File: config.mk
export PLATFORM = sky130hd
export DESIGN_NAME = moving_average_hysteresis_alarm_flat
export DESIGN_NICKNAME = d
export VERILOG_FILES = /design/src/rtl/core/mah_pkg.sv /design/src/rtl/core/mah_ifs.sv /design/src/rtl/core/moving_average_hysteresis_alarm.sv /design/src/flat_wrapper.sv
export SDC_FILE = /design/constraint.sdc
export NUM_CORES = 1
export LEC_CHECK = 0
export BUFFER_PORTS_ARGS = -buffer_cell sky130_fd_sc_hd__buf_2
export CAP_MARGIN = 20
export CORE_UTILIZATION = 65
export DETAILED_ROUTE_END_ITERATION = 10
export PLACE_DENSITY_LB_ADDON = 0.15
export SETUP_SLACK_MARGIN = 0.4
export SKIP_LAST_GASP = 1
export SLEW_MARGIN = 20
export SYNTH_ARGS = -nofsm -noshare
export SYNTH_HDL_FRONTEND = slang
export SYNTH_SLANG_ARGS = --single-unit
export TNS_END_PERCENT = 30
File: constraint.sdc
create_clock -name clk -period 13.6 [get_ports clk]
set_input_delay 0 -clock clk [delete_from_list [all_inputs] [get_ports clk]]
set_output_delay 0 -clock clk [all_outputs]
set_load 0.02 [all_outputs]
File: src/rtl/core/mah_pkg.sv
// mah_pkg: shared types and constants for the moving average alarm block
// no dependencies; used by mah_ifs.sv and moving_average_hysteresis_alarm.sv

package mah_pkg;

	// default build values
	localparam int WINDOW_DEF      = 4;
	localparam int SAMPLE_BITS_DEF = 16;

	// threshold registers
	localparam int THR_W     = 16;
	localparam int CFG_IDX_W = 2;

	localparam logic signed [THR_W-1:0] WARN_RISE_RST  = 16'sd960;
	localparam logic signed [THR_W-1:0] ALARM_RISE_RST = 16'sd1280;
	localparam logic signed [THR_W-1:0] ALARM_FALL_RST = 16'sd1120;
	localparam logic signed [THR_W-1:0] WARN_FALL_RST  = 16'sd800;

	typedef enum logic [CFG_IDX_W-1:0] {
		CFG_WARN_RISE  = 2'd0,
		CFG_ALARM_RISE = 2'd1,
		CFG_ALARM_FALL = 2'd2,
		CFG_WARN_FALL  = 2'd3
	} cfg_idx_t;

	// alarm level and transition codes
	typedef enum logic [1:0] {
		LVL_NORMAL  = 2'd0,
		LVL_WARNING = 2'd1,
		LVL_ALARM   = 2'd2
	} level_t;

	typedef enum logic [1:0] {
		TR_NONE      = 2'd0,
		TR_ESCALATED = 2'd1,
		TR_RECOVERED = 2'd2
	} trans_t;

	// sequencer steps
	typedef enum logic [3:0] {
		S_IDLE,
		S_EVICT,
		S_ADD,
		S_ABS,
		S_DIV,
		S_SIGN,
		S_MUL1,
		S_CMP1,
		S_MUL2,
		S_CMP2,
		S_DONE
	} state_t;

endpackage

File: src/rtl/core/mah_ifs.sv
// mah_ifs: valid/ready channels of the moving average alarm block
// depends on mah_pkg for default widths

interface mah_sample_if #(parameter int SAMPLE_BITS = mah_pkg::SAMPLE_BITS_DEF);
	logic                          valid;
	logic                          ready;
	logic signed [SAMPLE_BITS-1:0] sample;

	modport source(output valid, sample, input ready);
	modport sink(input valid, sample, output ready);
endinterface

interface mah_result_if #(parameter int SAMPLE_BITS = mah_pkg::SAMPLE_BITS_DEF);
	logic                          valid;
	logic                          ready;
	logic signed [SAMPLE_BITS-1:0] average;
	logic [1:0]                    level;
	logic [1:0]                    transition;

	modport source(output valid, average, level, transition, input ready);
	modport sink(input valid, average, level, transition, output ready);
endinterface

interface mah_cfg_if;
	logic                                 valid;
	logic                                 ready;
	logic [mah_pkg::CFG_IDX_W-1:0]        index;
	logic signed [mah_pkg::THR_W-1:0]     wdata;

	modport source(output valid, index, wdata, input ready);
	modport sink(input valid, index, wdata, output ready);
endinterface

File: src/rtl/core/moving_average_hysteresis_alarm.sv
// moving_average_hysteresis_alarm: windowed mean of sensor samples with a
// three-level hysteresis alarm; depends on mah_pkg and mah_ifs
//
//   channel   dir   transfer carries
//   samples   in    sample
//   results   out   average, level, transition
//   cfg       in    index, wdata (threshold register write)
//
// the restoring divider works out one quotient bit a cycle through the shared
// adder. samples.ready is high only when the sequencer is idle, so the next
// sample can be taken at the earliest in the cycle after the result is loaded.
// a finished result waits in the output register while the next sample is
// taken; a result still waiting at the end of the following sample holds the
// sequencer. reset clears the ring pointers, sum and level and loads the
// thresholds with their defaults; the ring memory itself needs no clearing.

module moving_average_hysteresis_alarm #(
	parameter int WINDOW      = mah_pkg::WINDOW_DEF,
	parameter int SAMPLE_BITS = mah_pkg::SAMPLE_BITS_DEF
) (
	input logic          clk,
	input logic          arst_n,
	mah_sample_if.sink   samples,
	mah_result_if.source results,
	mah_cfg_if.sink      cfg
);
	import mah_pkg::*;

	localparam int POS_W = (WINDOW > 1) ? $clog2(WINDOW) : 1;
	localparam int CNT_W = $clog2(WINDOW + 1);
	localparam int SUM_W = SAMPLE_BITS + CNT_W;
	localparam int DW    = SUM_W;
	localparam int DCW   = $clog2(DW);
	localparam int PW    = THR_W + CNT_W + 1;
	localparam int AW    = ((SUM_W > PW) ? SUM_W : PW) + 1;

	// ring memory
	logic [SAMPLE_BITS-1:0] mem [WINDOW];
	logic [SAMPLE_BITS-1:0] rd_q;

	// control and datapath registers
	state_t                    state_q, state_d;
	logic [POS_W-1:0]          wpos_q;
	logic [CNT_W-1:0]          cnt_q;
	logic [SUM_W-1:0]          sum_q;
	logic [SAMPLE_BITS-1:0]    x_q;
	logic [DW-1:0]             quo_q;
	logic [CNT_W:0]            rem_q;
	logic [DCW-1:0]            dcnt_q;
	logic                      neg_q;
	logic [SAMPLE_BITS-1:0]    avg_q;
	logic signed [AW-1:0]      prod_q;
	level_t                    lvl_q, nlvl_q;
	logic signed [THR_W-1:0]   warn_rise_q, alarm_rise_q, alarm_fall_q, warn_fall_q;

	// output register
	logic                      ov_q;
	logic [SAMPLE_BITS-1:0]    avg_o_q;
	level_t                    lvl_o_q;
	trans_t                    tr_o_q;

	// shared adder
	logic [AW-1:0]             alu_a, alu_b, alu_res;
	logic                      alu_sub;
	logic signed [THR_W-1:0]   thr_sel;
	logic                      full, acc_in, out_free, ge, le;
	logic [AW-1:0]             sum_ext, quo_ext, cnt_ext;
	logic [CNT_W+1:0]          trial_a;
	logic signed [AW-1:0]      thr_ext, cnt_s;
	trans_t                    tr_d;

	assign full     = (cnt_q == CNT_W'(WINDOW));
	assign acc_in   = samples.valid && samples.ready;
	assign out_free = !ov_q || results.ready;
	assign sum_ext  = {{(AW-SUM_W){sum_q[SUM_W-1]}}, sum_q};
	assign quo_ext  = AW'(quo_q);
	assign cnt_ext  = AW'(cnt_q);
	assign trial_a  = {rem_q, quo_q[DW-1]};
	assign alu_res  = alu_a + (alu_b ^ {AW{alu_sub}}) + AW'(alu_sub);
	assign ge       = !alu_res[AW-1];
	assign le       = alu_res[AW-1] || (alu_res == '0);
	assign thr_ext  = {{(AW-THR_W){thr_sel[THR_W-1]}}, thr_sel};
	assign cnt_s    = $signed(cnt_ext);
	assign cfg.ready = 1'b1;

	// next step of the sequencer
	always_comb begin
		state_d = state_q;
		unique case (state_q)
			S_IDLE:  if (acc_in) state_d = S_EVICT;
			S_EVICT: state_d = S_ADD;
			S_ADD:   state_d = S_ABS;
			S_ABS:   state_d = S_DIV;
			S_DIV:   if (dcnt_q == '0) state_d = S_SIGN;
			S_SIGN:  state_d = S_MUL1;
			S_MUL1:  state_d = S_CMP1;
			S_CMP1:  state_d = (lvl_q == LVL_WARNING && !ge) ? S_MUL2 : S_DONE;
			S_MUL2:  state_d = S_CMP2;
			S_CMP2:  state_d = S_DONE;
			S_DONE:  if (out_free) state_d = S_IDLE;
			default: state_d = S_IDLE;
		endcase
	end

	// operand selection and handshake outputs
	always_comb begin
		samples.ready = (state_q == S_IDLE);
		alu_a   = '0;
		alu_b   = '0;
		alu_sub = 1'b0;
		thr_sel = warn_fall_q;
		unique case (state_q)
			S_EVICT: begin
				alu_a   = sum_ext;
				alu_b   = {{(AW-SAMPLE_BITS){rd_q[SAMPLE_BITS-1]}}, rd_q};
				alu_sub = 1'b1;
			end
			S_ADD: begin
				alu_a = sum_ext;
				alu_b = {{(AW-SAMPLE_BITS){x_q[SAMPLE_BITS-1]}}, x_q};
			end
			S_ABS: begin
				alu_sub = sum_q[SUM_W-1];
				alu_a   = alu_sub ? '0 : sum_ext;
				alu_b   = alu_sub ? sum_ext : '0;
			end
			S_DIV: begin
				alu_a   = AW'(trial_a);
				alu_b   = cnt_ext;
				alu_sub = 1'b1;
			end
			S_SIGN: begin
				alu_sub = neg_q;
				alu_a   = neg_q ? '0 : quo_ext;
				alu_b   = neg_q ? quo_ext : '0;
			end
			S_MUL1: begin
				priority case (lvl_q)
					LVL_NORMAL:  thr_sel = warn_rise_q;
					LVL_WARNING: thr_sel = alarm_rise_q;
					default:     thr_sel = alarm_fall_q;
				endcase
			end
			S_CMP1, S_CMP2: begin
				alu_a   = sum_ext;
				alu_b   = prod_q;
				alu_sub = 1'b1;
			end
			default: begin
				alu_sub = 1'b0;
			end
		endcase
	end

	// transition code from old and new level
	always_comb begin
		if (nlvl_q > lvl_q) begin
			tr_d = TR_ESCALATED;
		end else if (nlvl_q < lvl_q) begin
			tr_d = TR_RECOVERED;
		end else begin
			tr_d = TR_NONE;
		end
	end

	// ring memory write and registered read
	always_ff @(posedge clk) begin
		if (acc_in) begin
			rd_q <= mem[wpos_q];
		end
		if (state_q == S_EVICT) begin
			mem[wpos_q] <= x_q;
		end
	end

	// threshold registers
	always_ff @(posedge clk or negedge arst_n) begin
		if (!arst_n) begin
			warn_rise_q  <= WARN_RISE_RST;
			alarm_rise_q <= ALARM_RISE_RST;
			alarm_fall_q <= ALARM_FALL_RST;
			warn_fall_q  <= WARN_FALL_RST;
		end else if (cfg.valid && cfg.ready) begin
			unique case (cfg_idx_t'(cfg.index))
				CFG_WARN_RISE:  warn_rise_q  <= cfg.wdata;
				CFG_ALARM_RISE: alarm_rise_q <= cfg.wdata;
				CFG_ALARM_FALL: alarm_fall_q <= cfg.wdata;
				CFG_WARN_FALL:  warn_fall_q  <= cfg.wdata;
			endcase
		end
	end

	// control state
	always_ff @(posedge clk or negedge arst_n) begin
		if (!arst_n) begin
			state_q <= S_IDLE;
			wpos_q  <= '0;
			cnt_q   <= '0;
			sum_q   <= '0;
			lvl_q   <= LVL_NORMAL;
			ov_q    <= 1'b0;
		end else begin
			state_q <= state_d;
			// output register fills at the end of a sample, empties on a transfer
			if (state_q == S_DONE && out_free) begin
				ov_q <= 1'b1;
			end else if (results.valid && results.ready) begin
				ov_q <= 1'b0;
			end
			unique case (state_q)
				S_EVICT: begin
					if (full) begin
						sum_q <= alu_res[SUM_W-1:0];
					end else begin
						cnt_q <= cnt_q + CNT_W'(1);
					end
					wpos_q <= (wpos_q == POS_W'(WINDOW - 1)) ? '0 : wpos_q + POS_W'(1);
				end
				S_ADD: begin
					sum_q <= alu_res[SUM_W-1:0];
				end
				S_DONE: begin
					if (out_free) begin
						lvl_q <= nlvl_q;
					end
				end
				default: begin
					lvl_q <= lvl_q;
				end
			endcase
		end
	end

	// datapath registers
	always_ff @(posedge clk) begin
		if (acc_in) begin
			x_q <= samples.sample;
		end
		unique case (state_q)
			S_ABS: begin
				quo_q  <= alu_res[DW-1:0];
				neg_q  <= sum_q[SUM_W-1];
				rem_q  <= '0;
				dcnt_q <= DCW'(DW - 1);
			end
			S_DIV: begin
				// restoring step: keep the difference when it stays non-negative
				if (ge) begin
					rem_q <= alu_res[CNT_W:0];
				end else begin
					rem_q <= trial_a[CNT_W:0];
				end
				quo_q  <= {quo_q[DW-2:0], ge};
				dcnt_q <= dcnt_q - DCW'(1);
			end
			S_SIGN: begin
				avg_q <= alu_res[SAMPLE_BITS-1:0];
			end
			S_MUL1, S_MUL2: begin
				prod_q <= thr_ext * cnt_s;
			end
			S_CMP1: begin
				priority case (lvl_q)
					LVL_NORMAL:  nlvl_q <= ge ? LVL_WARNING : LVL_NORMAL;
					LVL_WARNING: nlvl_q <= ge ? LVL_ALARM : LVL_WARNING;
					LVL_ALARM:   nlvl_q <= le ? LVL_WARNING : LVL_ALARM;
					default:     nlvl_q <= lvl_q;
				endcase
			end
			S_CMP2: begin
				nlvl_q <= le ? LVL_NORMAL : LVL_WARNING;
			end
			S_DONE: begin
				if (out_free) begin
					avg_o_q <= avg_q;
					lvl_o_q <= nlvl_q;
					tr_o_q  <= tr_d;
				end
			end
			default: begin
				avg_o_q <= avg_o_q;
			end
		endcase
	end

	// result channel
	assign results.valid      = ov_q;
	assign results.average    = avg_o_q;
	assign results.level      = lvl_o_q;
	assign results.transition = tr_o_q;

endmodule
File: src/flat_wrapper.sv
// flat-port wrapper written by rule: the top's interface ports become plain ports
module moving_average_hysteresis_alarm_flat import mah_pkg::*;
#(
	parameter int WINDOW      = mah_pkg::WINDOW_DEF,
	parameter int SAMPLE_BITS = mah_pkg::SAMPLE_BITS_DEF
)
  (clk, arst_n, samples_valid, samples_sample, samples_ready, results_valid, results_average, results_level, results_transition, results_ready, cfg_valid, cfg_index, cfg_wdata, cfg_ready);
  mah_sample_if #(.SAMPLE_BITS(SAMPLE_BITS)) samples_i ();
  mah_result_if #(.SAMPLE_BITS(SAMPLE_BITS)) results_i ();
  mah_cfg_if cfg_i ();
  input logic clk;
  input logic arst_n;
  input wire logic [$bits(samples_i.valid)-1:0] samples_valid;
  input wire logic [$bits(samples_i.sample)-1:0] samples_sample;
  output wire logic [$bits(samples_i.ready)-1:0] samples_ready;
  output wire logic [$bits(results_i.valid)-1:0] results_valid;
  output wire logic [$bits(results_i.average)-1:0] results_average;
  output wire logic [$bits(results_i.level)-1:0] results_level;
  output wire logic [$bits(results_i.transition)-1:0] results_transition;
  input wire logic [$bits(results_i.ready)-1:0] results_ready;
  input wire logic [$bits(cfg_i.valid)-1:0] cfg_valid;
  input wire logic [$bits(cfg_i.index)-1:0] cfg_index;
  input wire logic [$bits(cfg_i.wdata)-1:0] cfg_wdata;
  output wire logic [$bits(cfg_i.ready)-1:0] cfg_ready;
  assign samples_i.valid = samples_valid;
  assign samples_i.sample = samples_sample;
  assign samples_ready = samples_i.ready;
  assign results_valid = results_i.valid;
  assign results_average = results_i.average;
  assign results_level = results_i.level;
  assign results_transition = results_i.transition;
  assign results_i.ready = results_ready;
  assign cfg_i.valid = cfg_valid;
  assign cfg_i.index = cfg_index;
  assign cfg_i.wdata = cfg_wdata;
  assign cfg_ready = cfg_i.ready;
  moving_average_hysteresis_alarm #(.WINDOW(WINDOW), .SAMPLE_BITS(SAMPLE_BITS)) u_core (.clk(clk), .arst_n(arst_n), .samples(samples_i), .results(results_i), .cfg(cfg_i));
endmodule
==> out/results.tsv <==
stage	metric	value	unit
timing	fin_crit_sh	47.21	%
clock_network	cts_inserted_buffers	28	
placed_design	io_buffer_count	60	
critical_path	critPathArrivalTime	6710	ps
clock_network	cts_tree	yes	
critical_path	worstSetupPathType	reg -> reg	
detailed_routing	drt.antenna.violating_nets	0	
critical_path	crit_family	compound AO/OA/AOI/OAI gates	
job	drv_cap	0	
floorplan	die_area	22650	um2
synth	synth_top_area_share	38.33	%
timing	fin_crit	6421	ps
synth	synth_cells	1178	
power	power_frac_clock	17.9	%
critical_path	cp-end-kind	flip-flop	
global_route	grt_max_degree	54	
final_layout	multi_input_area	5866	um2
synth	syn_avg_cell_area	12.17	um2
critical_path	cp-start-kind	flip-flop	
final_layout	final_core_util	76.05	%
hold_path	hp-class	in -> async	
timing	setup_ws	7179	ps
timing	rsz0062_at_grt	no	
timing	hold_violations	0	
power	power_switching	1.898	mW
critical_path	reg2reg_slack	7180	ps
final_layout	syn_to_final_growth	13.28	%
timing	fin_worst_skew	21.05	ps
placed_design	dp_cells	1468	
power	combPwrFrac	49.0	%
synth	syn_area	14330	um2
final_layout	drive_gt1_share	18.91	%
timing	slew_headroom	28.40	%
power	leakage	6.672	nW
synth	yosys_warnings	0	
clock_network	insertion_delay	550	ps
timing	holdWs	24.41	ps
detailed_routing	num_vias	9541	
critical_path	cpPeakStageDelay	830	ps
synth	ys_async_sr_fraction	34.17	%
critical_path	reg2reg_to	u_core.nlvl_q[0]	
power	ir_worst_vdd	0.1431	mV
final_layout	final_nets	1379	
power	switching_share	41.63	%
critical_path	worst_r2r_path_depth	17	
detailed_routing	post-route-drc-count	0	
clock_network	clock-sinks	278	
global_route	overflow	0	
synth	synth-edff-count	183	
final_layout	regArea	7889	um2
timing	max_freq	155.7	MHz
placed_design	post-place-ws	7314	ps
clock_network	clk_pin_slew	60	ps
outcome	status	complete, no violations	
global_route	grt_pass1_vias	9029	
global_route	grt_antenna_before_repair	1	
final_layout	fin_cells	1555	
global_route	grt.total_usage	28.29	%
timing	setup_viol_count_final	0	
placed_design	gp_congestion	0.8942	
synth	ys.flop_type	edfxtp_1	
power	internal_power	2.662	mW
power	power.density	280.8	nW/um2
final_layout	nFillCells	1376	
synth	ys_types	72	
detailed_routing	wl	30740	um
critical_path	crit_fanout	21	
detailed_routing	vias_per_cell	6.136	
floorplan	dieHeight	150.5	um
detailed_routing	drt-pass1-iter-count	6	
floorplan	core	21350	um2
detailed_routing	drt_first_iter_violations	713	
synth	yosysTopAreaCell	edfxtp_1	
placed_design	hpwlAfterDp	20720	um
synth	synth_area_leaders	edfxtp_1 38%, dfrtp_1 14%, ha_1 5.7%, mux2_2 5.5%, inv_1 2.8%	
floorplan	ios	62	
critical_path	crit_buf_inv	0	
timing	fin_tns_setup	0	ps
clock_network	cts_buffer_depth	3	
critical_path	crit_chain	and4bb_1, and2_1, nand2_1, nand3_1, o21ai_0, fa_1, a211oi_1, o21ai_0, a21oi_1, o21ai_0, o311a_1, o21a_1, o21ai_0, a22oi_1, or3_1, o211ai_1, nor3b_2	
floorplan	row_count	53	
synth	ys_seq_area_share	55.02	%
clock_network	clock_tree.root_cell	clkbuf_16	
final_layout	antenna_cells	0	
timing	drv_slew	0	
global_route	grt_first_pass_wirelength	48740	um
detailed_routing	post_drt_wl_per_cell	19.77	um
synth	ys_seq_elements	278	
floorplan	start_util	67.13	%
synth	syn-num-nets	1299	
floorplan	die_w	150.5	um
clock_network	cts.repair.resized	0	
timing	worstMarginPinSlew	1074	ps
critical_path	crit_top_cell	o21ai_0	
critical_path	regToRegStartpoint	u_core.state_q[2]	
power	p_seq_share	33.1	%
clock_network	htreeDepth	1	
critical_path	cp.required	13890	ps
critical_path	cp_slowest_cell	and4bb_1	
routing by layer:
| metal | share of wire, % | global-route usage, % | up-vias |
|---|---|---|---|
| met4 | 3.0 | 9.848 | 2 |
| met5 | 0.042 | 0 | - |
| met2 | 45 | 42.58 | 364 |
| met3 | 8.0 | 5.212 | 58 |
| met1 | 44 | 41.38 | 4667 |
| li1 | - | - | 4450 |
logic make-up (layout without fill, tap and decap cells):
logic type,count (synthesis),in the layout,synth area share (%)
AO/OA/AOI/OAI,256,256,11.96
XOR/XNOR,33,33,2.069
adder cells (fa/ha/maj),82,82,8.048
buffers and inverters,165,267,4.451
flip-flops,278,278,55.02
multiplexers,107,107,9.479
other,1,1,0.02616
AND/OR/NAND/NOR,256,256,8.946
cell usage in the layout (no fill, tap or decap), types with 10 or more instances in the layout:
master and instances:
a21o_1 12, a21oi_1 71, a221oi_1 13, a222oi_1 10, a22o_1 27, a22oi_1 14
buf_2 59, buf_4 13, clkbuf_16 28, dfrtp_1 82, dfstp_2 12, dlygate4sd3_1 35
edfxtp_1 183, fa_1 17, ha_1 65, inv_1 107, mux2_2 70, mux2i_1 21
mux4_2 16, nand2_1 63, nand2b_1 23, nor2_1 88, nor2b_1 19, o21ai_0 53
xnor2_1 25
synthesized netlist by cell type, types with 13 or more instances:
master      n
inv_1     107
mux4_2     16
o21ai_0    54
nor2b_1    19
nor2_1     88
mux2i_1    21
a22oi_1    14
a22o_1     27
mux2_2     70
xnor2_1    25
fa_1       17
nand2_1    63
edfxtp_1  183
a21oi_1    72
dfrtp_1    83
nand2b_1   24
a221oi_1   13
clkbuf_1   43
ha_1       65
worst reg2reg max path: cells and delay by family, from the launching register on:
family | cells | cell delay (ps)
simple gates | 6 | 2290
flops | 1 | 770
compound gates | 10 | 2620
fa+ha+maj | 1 | 510
metrics by stage:
step / total power [mW] / area (um2)
final: 4.560 / 16240
after global routing: 4.875 / 16240
after CTS: 4.549 / 16230
after detailed placement: 3.705 / 14890
after global placement: 3.639 / 14890
after floorplan: 3.098 / 14340
flip-flops by register name, summed over array words and instances (netlist names), 2 cells and up:
name / flops
u_core.prod_q: 20
u_core.sum_q: 19
u_core.wpos_q: 2
u_core.mem: 64
u_core.state_q: 4
u_core.lvl_q: 2
u_core.quo_q: 19
u_core.rd_q: 16
u_core.results.average: 16
u_core.warn_rise_q: 16
u_core.results.transition: 2
u_core.results.level: 2
u_core.cnt_q: 3
u_core.dcnt_q: 5
u_core.alarm_rise_q: 16
u_core.x_q: 16
u_core.alarm_fall_q: 16
u_core.rem_q: 4
u_core.avg_q: 16
u_core.warn_fall_q: 16
u_core.nlvl_q: 2
how the worst max path moves through the flow:
stage	slack, ps	end	depth (start not counted)	startpoint
after floorplan	8420	u_core.prod_q[18]	24	u_core.state_q[1]
after global placement	7480	u_core.nlvl_q[0]	17	u_core.state_q[2]
after detailed placement	7310	u_core.nlvl_q[0]	17	u_core.state_q[2]
after CTS	7290	u_core.nlvl_q[0]	17	u_core.state_q[2]
after global routing	6690	u_core.nlvl_q[0]	17	u_core.state_q[2]
final	7180	u_core.nlvl_q[0]	17	u_core.state_q[2]
power by group through the flow:
stage / clock (mW) / sequential (mW) / combinational (mW)
5_1_grt: 0.861 / 1.53 / 2.48
2_1_floorplan: 0 / 1.38 / 1.72
4_1_cts: 0.827 / 1.50 / 2.22
3_5_place_dp: 0 / 1.51 / 2.19
6_report: 0.815 / 1.51 / 2.24
3_3_place_gp: 0 / 1.51 / 2.13
what timing repair did:
action / 4_1_cts / 5_1_grt
hold buffers: 35 / 0
hold endpoints to repair: 126 / 0
buffers inserted: 0 / 0
layout make-up:
type | instances | area share, %
clock buffer | 31 | 4.507
sequential | 278 | 48.58
multi-input combinational | 735 | 36.12
tap | 275 | 2.119
timing repair buffer | 107 | 4.577
inverter | 108 | 2.496
clock inverter | 21 | 1.603
No activity file was read; power rests on OpenSTA's default activity.
